### config.mk
export PLATFORM = sky130hd
export DESIGN_NAME = edge_stop_trigger_debounce_core_flat
export DESIGN_NICKNAME = d
export VERILOG_FILES = /design/src/hw/rtl/esdb_pkg.sv /design/src/hw/rtl/esdb_if.sv /design/src/hw/rtl/edge_stop_trigger_debounce_core.sv /design/src/flat_wrapper.sv
export VERILOG_INCLUDE_DIRS = /design/src /design/src/hw/rtl
export SDC_FILE = /design/constraint.sdc
export NUM_CORES = 1
export LEC_CHECK = 0
export BUFFER_PORTS_ARGS = -buffer_cell sky130_fd_sc_hd__buf_2
export CAP_MARGIN = 20
export CORE_MARGIN = 3
export CORE_UTILIZATION = 44
export DETAILED_ROUTE_END_ITERATION = 7
export GPL_TIMING_DRIVEN = 0
export PLACE_DENSITY = 0.59
export SYNTH_ARGS = -nofsm -noshare
export SYNTH_HDL_FRONTEND = slang
export SYNTH_SLANG_ARGS = --single-unit
export TNS_END_PERCENT = 1
### constraint.sdc
create_clock -name clk -period 6.95 [get_ports clk]
set_input_delay 0.3475 -clock clk [delete_from_list [all_inputs] [get_ports clk]]
set_output_delay 0.3475 -clock clk [all_outputs]
set_load 0.005 [all_outputs]
### src/hw/rtl/edge_stop_trigger_debounce_core_defines.svh
// Assertion macros for the edge stop trigger debounce block
`ifndef EDGE_STOP_TRIGGER_DEBOUNCE_CORE_DEFINES_SVH
`define EDGE_STOP_TRIGGER_DEBOUNCE_CORE_DEFINES_SVH

// same-cycle implication, checked out of reset
`define ESDB_ASSERT_IMPL(lbl, ante, cons) \
    lbl: assert property (@(posedge clk) disable iff (!rst_n) (ante) |-> (cons)) \
        else $error("esdb assertion failed");

// next-cycle implication, checked out of reset
`define ESDB_ASSERT_NEXT(lbl, ante, cons) \
    lbl: assert property (@(posedge clk) disable iff (!rst_n) (ante) |=> (cons)) \
        else $error("esdb assertion failed");

`endif

### src/hw/rtl/esdb_pkg.sv
// Shared constants and types for the edge stop trigger debounce block
package esdb_pkg;

    localparam int CHANNEL_COUNT = 2;
    localparam int MASK_W        = 4;
    localparam int COUNT_W       = 16;
    localparam int DECEL_W       = 16;
    localparam int LED_MODE_W    = 2;
    localparam int CFG_INDEX_W   = 3;
    localparam int CFG_DATA_W    = 16;

    localparam logic [COUNT_W-1:0] DEBOUNCE_RESET = 16'd50;
    localparam logic [DECEL_W-1:0] DECEL_RESET    = 16'hFFFF;
    localparam logic [COUNT_W-1:0] COUNT_MAX      = 16'hFFFF;

    // action mask bit positions
    localparam int ACT_BRAKE_RISE = 0;
    localparam int ACT_STOP_RISE  = 1;
    localparam int ACT_BRAKE_FALL = 2;
    localparam int ACT_STOP_FALL  = 3;

    typedef enum logic [LED_MODE_W-1:0] {
        LED_ACTIVE_LOW  = 2'd0,
        LED_ACTIVE_HIGH = 2'd1,
        LED_UNTOUCHED   = 2'd2
    } led_mode_t;

    typedef enum logic [CFG_INDEX_W-1:0] {
        REG_ACTION_MASK_A = 3'd0,
        REG_ACTION_MASK_B = 3'd1,
        REG_DEBOUNCE_MS_A = 3'd2,
        REG_DEBOUNCE_MS_B = 3'd3,
        REG_STOP_DECEL_A  = 3'd4,
        REG_STOP_DECEL_B  = 3'd5,
        REG_LED_MODE_A    = 3'd6,
        REG_LED_MODE_B    = 3'd7
    } cfg_reg_t;

endpackage

### src/hw/rtl/esdb_if.sv
// Handshake channel interfaces: sample input, result output, register write
interface esdb_sample_if;
    logic valid;
    logic ready;
    logic pin_level_a;
    logic pin_level_b;
    logic ms_tick;

    modport source (output valid, output pin_level_a, output pin_level_b, output ms_tick,
                    input ready);
    modport sink (input valid, input pin_level_a, input pin_level_b, input ms_tick,
                  output ready);
endinterface

interface esdb_result_if;
    logic                            valid;
    logic                            ready;
    logic                            full_brake_pulse;
    logic                            normal_stop_pulse;
    logic [esdb_pkg::DECEL_W-1:0]    decel_cmd;
    logic                            led_drive_a;
    logic                            led_drive_b;

    modport source (output valid, output full_brake_pulse, output normal_stop_pulse,
                    output decel_cmd, output led_drive_a, output led_drive_b,
                    input ready);
    modport sink (input valid, input full_brake_pulse, input normal_stop_pulse,
                  input decel_cmd, input led_drive_a, input led_drive_b,
                  output ready);
endinterface

interface esdb_cfg_if;
    logic                              valid;
    logic                              ready;
    logic [esdb_pkg::CFG_INDEX_W-1:0]  index;
    logic [esdb_pkg::CFG_DATA_W-1:0]   data;

    modport source (output valid, output index, output data, input ready);
    modport sink (input valid, input index, input data, output ready);
endinterface

### src/hw/rtl/edge_stop_trigger_debounce_core.sv
// Two-channel edge stop trigger with debounce lockout, top level
// A sample passes through the input register, then the result register, before result valid.
// Throughput: one sample per cycle while the result side does not stall; the single-pass edge
// and lockout logic between the input register and the result register sets this.
// Reset (rst_n, async, active low): configuration registers to their reset values, all
// channel state cleared, both pipeline stages empty.
`include "edge_stop_trigger_debounce_core_defines.svh"

module edge_stop_trigger_debounce_core (
    input  logic                  clk,
    input  logic                  rst_n,
    esdb_sample_if.sink           sample,
    esdb_result_if.source         result,
    esdb_cfg_if.sink              cfg
);

    localparam int CH = esdb_pkg::CHANNEL_COUNT;

    // configuration
    logic [esdb_pkg::MASK_W-1:0]     mask_reg     [CH];
    logic [esdb_pkg::COUNT_W-1:0]    debounce_reg [CH];
    logic [esdb_pkg::DECEL_W-1:0]    decel_reg    [CH];
    logic [esdb_pkg::LED_MODE_W-1:0] led_mode_reg [CH];

    // channel state
    logic [CH-1:0]                   prev_reg, prev_next;
    logic [CH-1:0]                   handled_reg, handled_next;
    logic [CH-1:0]                   lock_reg, lock_next;
    logic [CH-1:0]                   led_reg, led_next;
    logic [esdb_pkg::COUNT_W-1:0]    elapsed_reg  [CH];
    logic [esdb_pkg::COUNT_W-1:0]    elapsed_next [CH];
    logic [esdb_pkg::COUNT_W-1:0]    elapsed_inc  [CH];

    // pipeline
    logic                            in_valid_reg;
    logic [CH-1:0]                   pin_reg;
    logic                            tick_reg;
    logic                            out_valid_reg;
    logic                            brake_reg;
    logic                            stop_reg;
    logic [esdb_pkg::DECEL_W-1:0]    decel_out_reg;
    logic [CH-1:0]                   led_out_reg;

    logic                            advance;
    logic                            proc;
    logic [CH-1:0]                   edge_seen;
    logic [CH-1:0]                   handle;
    logic [CH-1:0]                   brake_ch;
    logic [CH-1:0]                   stop_ch;
    logic [esdb_pkg::DECEL_W-1:0]    decel_next;

    assign advance      = !out_valid_reg || result.ready;
    assign proc         = in_valid_reg && advance;
    assign sample.ready = !in_valid_reg || advance;
    assign cfg.ready    = 1'b1;

    // input register
    always_ff @(posedge clk or negedge rst_n)
    begin
        if (!rst_n)
        begin
            in_valid_reg <= 1'b0;
        end
        else if (sample.ready)
        begin
            in_valid_reg <= sample.valid;
        end
    end

    always_ff @(posedge clk)
    begin
        if (sample.valid && sample.ready)
        begin
            pin_reg  <= {sample.pin_level_b, sample.pin_level_a};
            tick_reg <= sample.ms_tick;
        end
    end

    // register writes
    always_ff @(posedge clk or negedge rst_n)
    begin
        if (!rst_n)
        begin
            for (int c = 0; c < CH; c++)
            begin
                mask_reg[c]     <= '0;
                debounce_reg[c] <= esdb_pkg::DEBOUNCE_RESET;
                decel_reg[c]    <= esdb_pkg::DECEL_RESET;
                led_mode_reg[c] <= esdb_pkg::LED_ACTIVE_LOW;
            end
        end
        else if (cfg.valid && cfg.ready)
        begin
            case (esdb_pkg::cfg_reg_t'(cfg.index))
                esdb_pkg::REG_ACTION_MASK_A: mask_reg[0] <= cfg.data[esdb_pkg::MASK_W-1:0];
                esdb_pkg::REG_ACTION_MASK_B: mask_reg[1] <= cfg.data[esdb_pkg::MASK_W-1:0];
                esdb_pkg::REG_DEBOUNCE_MS_A: debounce_reg[0] <= cfg.data;
                esdb_pkg::REG_DEBOUNCE_MS_B: debounce_reg[1] <= cfg.data;
                esdb_pkg::REG_STOP_DECEL_A:  decel_reg[0] <= cfg.data;
                esdb_pkg::REG_STOP_DECEL_B:  decel_reg[1] <= cfg.data;
                esdb_pkg::REG_LED_MODE_A:
                    led_mode_reg[0] <= cfg.data[esdb_pkg::LED_MODE_W-1:0];
                esdb_pkg::REG_LED_MODE_B:
                    led_mode_reg[1] <= cfg.data[esdb_pkg::LED_MODE_W-1:0];
                default: ;
            endcase
        end
    end

    // edge handling and lockout, one pass per sample
    always_comb
    begin
        prev_next    = prev_reg;
        handled_next = handled_reg;
        lock_next    = lock_reg;
        led_next     = led_reg;
        edge_seen    = '0;
        handle       = '0;
        brake_ch     = '0;
        stop_ch      = '0;
        for (int c = 0; c < CH; c++)
        begin
            elapsed_next[c] = elapsed_reg[c];
            elapsed_inc[c]  = (elapsed_reg[c] != esdb_pkg::COUNT_MAX) ?
                              elapsed_reg[c] + esdb_pkg::COUNT_W'(1) : elapsed_reg[c];
            if (proc)
            begin
                edge_seen[c] = pin_reg[c] != prev_reg[c];
                handle[c]    = edge_seen[c] && !lock_reg[c] && (pin_reg[c] != handled_reg[c]);
                prev_next[c] = pin_reg[c];
                if (handle[c])
                begin
                    handled_next[c] = pin_reg[c];
                    if (debounce_reg[c] != '0)
                    begin
                        lock_next[c]    = 1'b1;
                        elapsed_next[c] = '0;
                    end
                    if (pin_reg[c])
                    begin
                        brake_ch[c] = mask_reg[c][esdb_pkg::ACT_BRAKE_RISE];
                        stop_ch[c]  = !mask_reg[c][esdb_pkg::ACT_BRAKE_RISE] &&
                                      mask_reg[c][esdb_pkg::ACT_STOP_RISE];
                    end
                    else
                    begin
                        brake_ch[c] = mask_reg[c][esdb_pkg::ACT_BRAKE_FALL];
                        stop_ch[c]  = !mask_reg[c][esdb_pkg::ACT_BRAKE_FALL] &&
                                      mask_reg[c][esdb_pkg::ACT_STOP_FALL];
                    end
                    case (led_mode_reg[c])
                        esdb_pkg::LED_ACTIVE_LOW:  led_next[c] = pin_reg[c];
                        esdb_pkg::LED_ACTIVE_HIGH: led_next[c] = !pin_reg[c];
                        default:                   led_next[c] = led_reg[c];
                    endcase
                end
                if (lock_reg[c] && tick_reg)
                begin
                    if (elapsed_inc[c] >= debounce_reg[c])
                    begin
                        lock_next[c]    = 1'b0;
                        elapsed_next[c] = '0;
                    end
                    else
                    begin
                        elapsed_next[c] = elapsed_inc[c];
                    end
                end
            end
        end
        // channel 1 wins a tie
        if (stop_ch[1])
        begin
            decel_next = decel_reg[1];
        end
        else if (stop_ch[0])
        begin
            decel_next = decel_reg[0];
        end
        else
        begin
            decel_next = '0;
        end
    end

    always_ff @(posedge clk or negedge rst_n)
    begin
        if (!rst_n)
        begin
            prev_reg    <= '0;
            handled_reg <= '0;
            lock_reg    <= '0;
            led_reg     <= '0;
            for (int c = 0; c < CH; c++)
            begin
                elapsed_reg[c] <= '0;
            end
        end
        else
        begin
            prev_reg    <= prev_next;
            handled_reg <= handled_next;
            lock_reg    <= lock_next;
            led_reg     <= led_next;
            for (int c = 0; c < CH; c++)
            begin
                elapsed_reg[c] <= elapsed_next[c];
            end
        end
    end

    // result register
    always_ff @(posedge clk or negedge rst_n)
    begin
        if (!rst_n)
        begin
            out_valid_reg <= 1'b0;
        end
        else if (advance)
        begin
            out_valid_reg <= in_valid_reg;
        end
    end

    always_ff @(posedge clk)
    begin
        if (proc)
        begin
            brake_reg     <= |brake_ch;
            stop_reg      <= |stop_ch;
            decel_out_reg <= decel_next;
            led_out_reg   <= led_next;
        end
    end

    assign result.valid             = out_valid_reg;
    assign result.full_brake_pulse  = brake_reg;
    assign result.normal_stop_pulse = stop_reg;
    assign result.decel_cmd         = decel_out_reg;
    assign result.led_drive_a       = led_out_reg[0];
    assign result.led_drive_b       = led_out_reg[1];

    `ESDB_ASSERT_IMPL(a_idle_count_zero_a, !lock_reg[0], elapsed_reg[0] == '0)
    `ESDB_ASSERT_IMPL(a_idle_count_zero_b, !lock_reg[1], elapsed_reg[1] == '0)
    `ESDB_ASSERT_NEXT(a_locked_holds_level_a, lock_reg[0], handled_reg[0] == $past(handled_reg[0]))
    `ESDB_ASSERT_NEXT(a_locked_holds_level_b, lock_reg[1], handled_reg[1] == $past(handled_reg[1]))
    `ESDB_ASSERT_IMPL(a_no_stop_no_decel, out_valid_reg && !stop_reg, decel_out_reg == '0)

endmodule
### src/flat_wrapper.sv
// flat-port wrapper written by rule: the top's interface ports become plain ports
module edge_stop_trigger_debounce_core_flat 
  (clk, rst_n, sample_valid, sample_pin_level_a, sample_pin_level_b, sample_ms_tick, sample_ready, result_valid, result_full_brake_pulse, result_normal_stop_pulse, result_decel_cmd, result_led_drive_a, result_led_drive_b, result_ready, cfg_valid, cfg_index, cfg_data, cfg_ready);
  esdb_sample_if sample_i ();
  esdb_result_if result_i ();
  esdb_cfg_if cfg_i ();
  input  logic clk;
  input  logic rst_n;
  input wire logic [$bits(sample_i.valid)-1:0] sample_valid;
  input wire logic [$bits(sample_i.pin_level_a)-1:0] sample_pin_level_a;
  input wire logic [$bits(sample_i.pin_level_b)-1:0] sample_pin_level_b;
  input wire logic [$bits(sample_i.ms_tick)-1:0] sample_ms_tick;
  output wire logic [$bits(sample_i.ready)-1:0] sample_ready;
  output wire logic [$bits(result_i.valid)-1:0] result_valid;
  output wire logic [$bits(result_i.full_brake_pulse)-1:0] result_full_brake_pulse;
  output wire logic [$bits(result_i.normal_stop_pulse)-1:0] result_normal_stop_pulse;
  output wire logic [$bits(result_i.decel_cmd)-1:0] result_decel_cmd;
  output wire logic [$bits(result_i.led_drive_a)-1:0] result_led_drive_a;
  output wire logic [$bits(result_i.led_drive_b)-1:0] result_led_drive_b;
  input wire logic [$bits(result_i.ready)-1:0] result_ready;
  input wire logic [$bits(cfg_i.valid)-1:0] cfg_valid;
  input wire logic [$bits(cfg_i.index)-1:0] cfg_index;
  input wire logic [$bits(cfg_i.data)-1:0] cfg_data;
  output wire logic [$bits(cfg_i.ready)-1:0] cfg_ready;
  assign sample_i.valid = sample_valid;
  assign sample_i.pin_level_a = sample_pin_level_a;
  assign sample_i.pin_level_b = sample_pin_level_b;
  assign sample_i.ms_tick = sample_ms_tick;
  assign sample_ready = sample_i.ready;
  assign result_valid = result_i.valid;
  assign result_full_brake_pulse = result_i.full_brake_pulse;
  assign result_normal_stop_pulse = result_i.normal_stop_pulse;
  assign result_decel_cmd = result_i.decel_cmd;
  assign result_led_drive_a = result_i.led_drive_a;
  assign result_led_drive_b = result_i.led_drive_b;
  assign result_i.ready = result_ready;
  assign cfg_i.valid = cfg_valid;
  assign cfg_i.index = cfg_index;
  assign cfg_i.data = cfg_data;
  assign cfg_ready = cfg_i.ready;
  edge_stop_trigger_debounce_core u_core (.clk(clk), .rst_n(rst_n), .sample(sample_i), .result(result_i), .cfg(cfg_i));
endmodule
**Word-level counts from Yosys, hierarchy flattened**

Index checks and enable logic that the tools add are counted.

- Memories: 0
- Output and inout port bits: 23
- Bits in writable memories: 0
- Flip-flop bits (word level): 141
- ROM bits: 0
- Latch bits: 0

- Equal/unequal tests: 15
- Divide/modulo/power cells: 0
- Muxes and demuxes: 38
- Multipliers: 0
- $lt $le $gt $ge: 2
- Reductions and logical operators: 47
- Shift-type cells: 0
- Add/sub/neg operators: 2
- Bitwise gates (word level): 0

Operator list:

| kind | number |
|---|---|
| $mux 16 | 12 |
| $add 16x1->16 const B | 2 |
| $ge 16x16->1 | 2 |
| $ne 16x16->1 const B | 2 |
| $reduce_bool 16->1 | 2 |
| $mux 1 | 24 |
| $reduce_and 2->1 | 10 |
| $eq 3x3->1 const B | 4 |
| $logic_and 1x1->1 | 12 |
| $logic_not 1->1 | 10 |
| $reduce_bool 2->1 | 4 |
| $eq 3x2->1 const B | 2 |
| $reduce_and 3->1 | 2 |
| $eq 2x1->1 const B | 2 |
| $logic_not 2->1 | 2 |
| $ne 1x1->1 | 4 |
| $pmux 1 s2 | 2 |
| $reduce_or 2->1 | 2 |
| $eq 3x1->1 const B | 1 |
| $logic_not 3->1 | 1 |
| $logic_or 1x1->1 | 2 |

**Depth between registers and ports, before layout**

- Depth in word-level cells: 7
- Gate-level depth with buffers: 16
- Depth with buffers taken out: 13

**Worst setup path before layout**

Ideal clock, no wire load.

- Path kind: register to register
- From: reg u_core.elapsed_reg[0] in the netlist's numbering
- To: reg u_core.elapsed_reg[9] in the netlist's numbering
- Cell stages (with the launch flop): 15
- Clock period less this slack: 3816 ps
- Arrival time: 3690 ps
- Data required time: 6824 ps
- Setup slack: 3134 ps
- Cells stage by stage: dfrtp_1 ha_1 nand2_1 or4_4 or3b_1 buf_2 buf_2 nand2_1 ha_1 nand4_1 or3_1 a2111oi_0 nor3_2 and3_1 a221o_1

- Longest elaborated chain between the ends: 5
- Elaborated cells on any way between the ends: 6
- Those cells by class: 1 x add/sub; 1 x order compare; 1 x eq/ne; 3 x mux

RTL lines:

| element | line | source |
|---|---|---|
| start, declared | edge_stop_trigger_debounce_core.sv:30 | `logic [esdb_pkg::COUNT_W-1:0] elapsed_reg [CH];` |
| start signal, assigned by index | edge_stop_trigger_debounce_core.sv:207 | `elapsed_reg[c] <= elapsed_next[c];` |
| $add 16x1->16 or $ne 16x16->1 (tied branches) | edge_stop_trigger_debounce_core.sv:125, edge_stop_trigger_debounce_core.sv:124 |  |
| $mux 16 * | edge_stop_trigger_debounce_core.sv:124 | `elapsed_inc[c] = (elapsed_reg[c] != esdb_pkg::COUNT_MAX) ?` |
| $ge 16x16->1 | edge_stop_trigger_debounce_core.sv:159 | `if (elapsed_inc[c] >= debounce_reg[c])` |
| $mux 16 * | edge_stop_trigger_debounce_core.sv:159 |  |
| $mux 16 * | edge_stop_trigger_debounce_core.sv:157 | `if (lock_reg[c] && tick_reg)` |

Mark *: on every way between the ends. The rest lies on a longest branch, timed or not.
A chain may end at the register's enable or synchronous reset.

**Final worst setup path**

- From: reg u_core.elapsed_reg[0] in the netlist's numbering
- To: reg u_core.elapsed_reg[14] in the netlist's numbering

Same word-level chain as after synthesis.

==> summary.txt <==
Timing
  – Fin. Hold Viols: 0
  – Worst Skew: 0.00886 ns
  – Setup slack after layout: 2.46 ns
  – Fin Hold WS: 0.0936 ns
  – Max-slew violation count: 0
  – Tcrit/Tclk final: 64.6%
  – Min Clock Period, post-route: 4.49 ns
  – Final Setup Violations: 0
  – Slew Limit Headroom: 36.4%
  – TNS Setup: 0 ns
  – Fmax achieved: 223 MHz
  – Worst-Margin Slew: 0.953 ns
  – RSZ-0062 raised after global routing: no

Global route
  – Vias in the first global route: 5,280
  – First-pass GRT wire length: 27.3 mm
  – All-Layer GR Usage: 19.5%
  – Gr ovfl total: 0
  – Largest net degree at the start of global routing: 90
  – Initial antenna violation count: 0

Synth
  – Seq/Total Area, Yosys: 51.6%
  – Post-Synthesis Cells: 642
  – EDFF count, synth: 23
  – Syn avg cell area: 11.1 um2
  – Syn nets: 703
  – Flops & latches, synth: 141
  – Yosys top cell by area: dfrtp_1
  – Top-area cell type share of the netlist area: 28.0%
  – Synth area leaders: dfrtp_1, dfstp_2, mux2_2, edfxtp_1, ha_1
  – Post-synth ARST share: 83.7%
  – Synth cell types: 55
  – Post-Syn Area: 7160 um2
  – Most used flip-flop cell after synthesis: dfrtp_1
  – Synth warn: 0

Clock network
  – CTS buffer count: 17
  – TritonCTS clock tree: yes
  – Root Buffer: clkbuf_16
  – H-tree depth: 4
  – Clock-pin slew on the worst setup and hold paths: 0.06 ns
  – Clock Path Buffers: 2
  – CTS resizes: 0
  – Skew-Pair Late Insertion Delay: 0.43 ns
  – CTS Sinks: 141

Critical path
  – CP endpoint kind: register
  – Worst-path cell chain: ha_1, nand2_1, or4_4, or3b_1, buf_2, buf_2, xnor2_1, ha_1, nand2b_1, a2111oi_0, a2111oi_0, nor3_2, clkbuf_1, a21oi_1, nor2_1
  – CP max stage delay: 0.59 ns
  – Arr. time, crit path: 4.85 ns
  – CP max FO: 10
  – Crit path kind: register to register
  – CP Launch Point: u_core.elapsed_reg[0]
  – CP Data Required Time: 7.31 ns
  – Worst path slowest cell: nor3_2
  – R2r endpoint: u_core.elapsed_reg[14]
  – R2r setup slk: 2.46 ns
  – Worst R2R Path Depth: 15
  – Reg-to-reg startpoint: u_core.elapsed_reg[0]
  – Critical Path Start Type: register

Detailed routing
  – WL final: 16.4 mm
  – Antenna-violating nets left: 0
  – Routed len/inst: 17.5 um
  – Pre-Repair DR Iteration Count: 5
  – DRC: 0
  – Iter 0 DRT Violations: 325
  – Routed vias: 5,227
  – Vias per Instance: 5.60

Cells and area
  – Antenna diodes: 0
  – Layout area overhead: 16.5%
  – Fill cell count: 1,407
  – Layout cells sized above 1: 26.7%
  – Most frequent cells in the layout: dfrtp_1, mux2_2, buf_2, nand2_1, inv_1
  – Finished Layout Cells: 934
  – Commonest non-fill, non-tap cell in the layout: dfrtp_1
  – Nets: 771

Job
  – Max cap viols: 0

Power and ir drop
  – PD cells: 305 nW/um2
  – Peak supply drop: 0.210 mV
  – LEAKAGE: 3.62 nW

Floorplanning
  – Core Area: 15,500 um2
  – Die height: 134 um
  – Initial Util: 46.0%
  – Chip Width: 134 um
  – Die area: 17,800 um2
  – # rows: 45
  – Ports: 50

Placement
  – # port buffers: 46
  – GPL Wtd Cong: 0.848
  – Setup slack at placement: 2.49 ns
  – DP HPWL: 11.8 mm
  – Dpl cells: 900

Hold path
  – Hold path cells: 1
  – Hold path startpoint: sample_ms_tick
  – Hold Crit Endpoint: u_core.tick_reg
  – Hold crit path type: primary input to register

Status
  – Status: finished, final reports clean
-- repair_timing --
action,CTS,global route
hold buffers,1,0
setup buffers,0,0
hold endpoints to repair,17,0
-- report_power, final --
group          leakage, nW  switching, mW  internal, mW
logic                 1.67          0.245         0.213
clock network        0.313          0.330         0.633
registers             1.64         0.0973          1.02
-- routing by layer --
| layer | GRT usage (%) | routed length, um | up-vias |
|---|---|---|---|
| met5 | 0 | 0 | - |
| li1 | - | - | 2499 |
| met4 | 7.49 | 353 | 0 |
| met1 | 25.6 | 7340 | 2585 |
| met3 | 4.80 | 660 | 33 |
| met2 | 31.2 | 8020 | 110 |
-- cells in the mapped netlist (17+ instances only) --
cell and count:
clkbuf_1 17, edfxtp_1 23, dfstp_2 38, a21oi_1 28
nand2_1 54, inv_1 44, xnor2_1 18, o21ai_0 29
nor2_1 27, mux2_2 64, a22o_1 29, dfrtp_1 80
ha_1 34
-- metrics by stage --
step | utilization [%] | total power, mW | instance area, um2
global route | 53.6 | 2.69 | 8330
global placement | 49.2 | 1.56 | 7650
floorplan | - | 1.43 | 7160
CTS | 53.6 | 2.57 | 8330
detailed placement | 49.4 | 1.59 | 7680
finish | 53.6 | 2.54 | 8330
-- critical path, delay by kind of cell (launching register included) --
family | cells | cell delay, ns
AND/OR/NAND/NOR | 6 | 1.81
buffers and inverters | 3 | 0.86
flip-flops | 1 | 0.41
AO/OA/AOI/OAI | 3 | 0.64
adder cells (fa/ha/maj) | 2 | 0.52
XOR/XNOR | 1 | 0.17
-- worst max path at each step --
| stage | end |
|---|---|
| 2_1_floorplan | u_core.elapsed_reg[9] |
| 4_1_cts | u_core.elapsed_reg[14] |
| 3_3_place_gp | u_core.elapsed_reg[14] |
| 5_1_grt | u_core.elapsed_reg[4] |
| 3_5_place_dp | u_core.elapsed_reg[14] |
| 6_report | u_core.elapsed_reg[14] |
-- cell type report --
cell class / count / area (um2) / area share [%]
Sequential cell: 141 / 3690 / 44.3
Multi-Input combinational cell: 431 / 3190 / 38.3
Clock buffer: 27 / 534 / 6.41
Timing Repair Buffer: 49 / 279 / 3.35
Tap cell: 211 / 264 / 3.17
Inverter: 44 / 165 / 1.98
Buffer: 26 / 111 / 1.34
Clock inverter: 5 / 100 / 1.20
-- logic make-up after synthesis --
| family | share of synthesized area, % |
|---|---|
| DFF | 51.6 |
| buffers and inverters | 3.86 |
| other | 0.0524 |
| muxes | 10.8 |
| adders and majority gates | 5.95 |
| and+or+nand+nor | 13.0 |
| xor gates and xnor gates | 2.57 |
| AOI/OAI and AO/OA | 12.1 |
No activity file was read; power rests on OpenSTA's default activity.
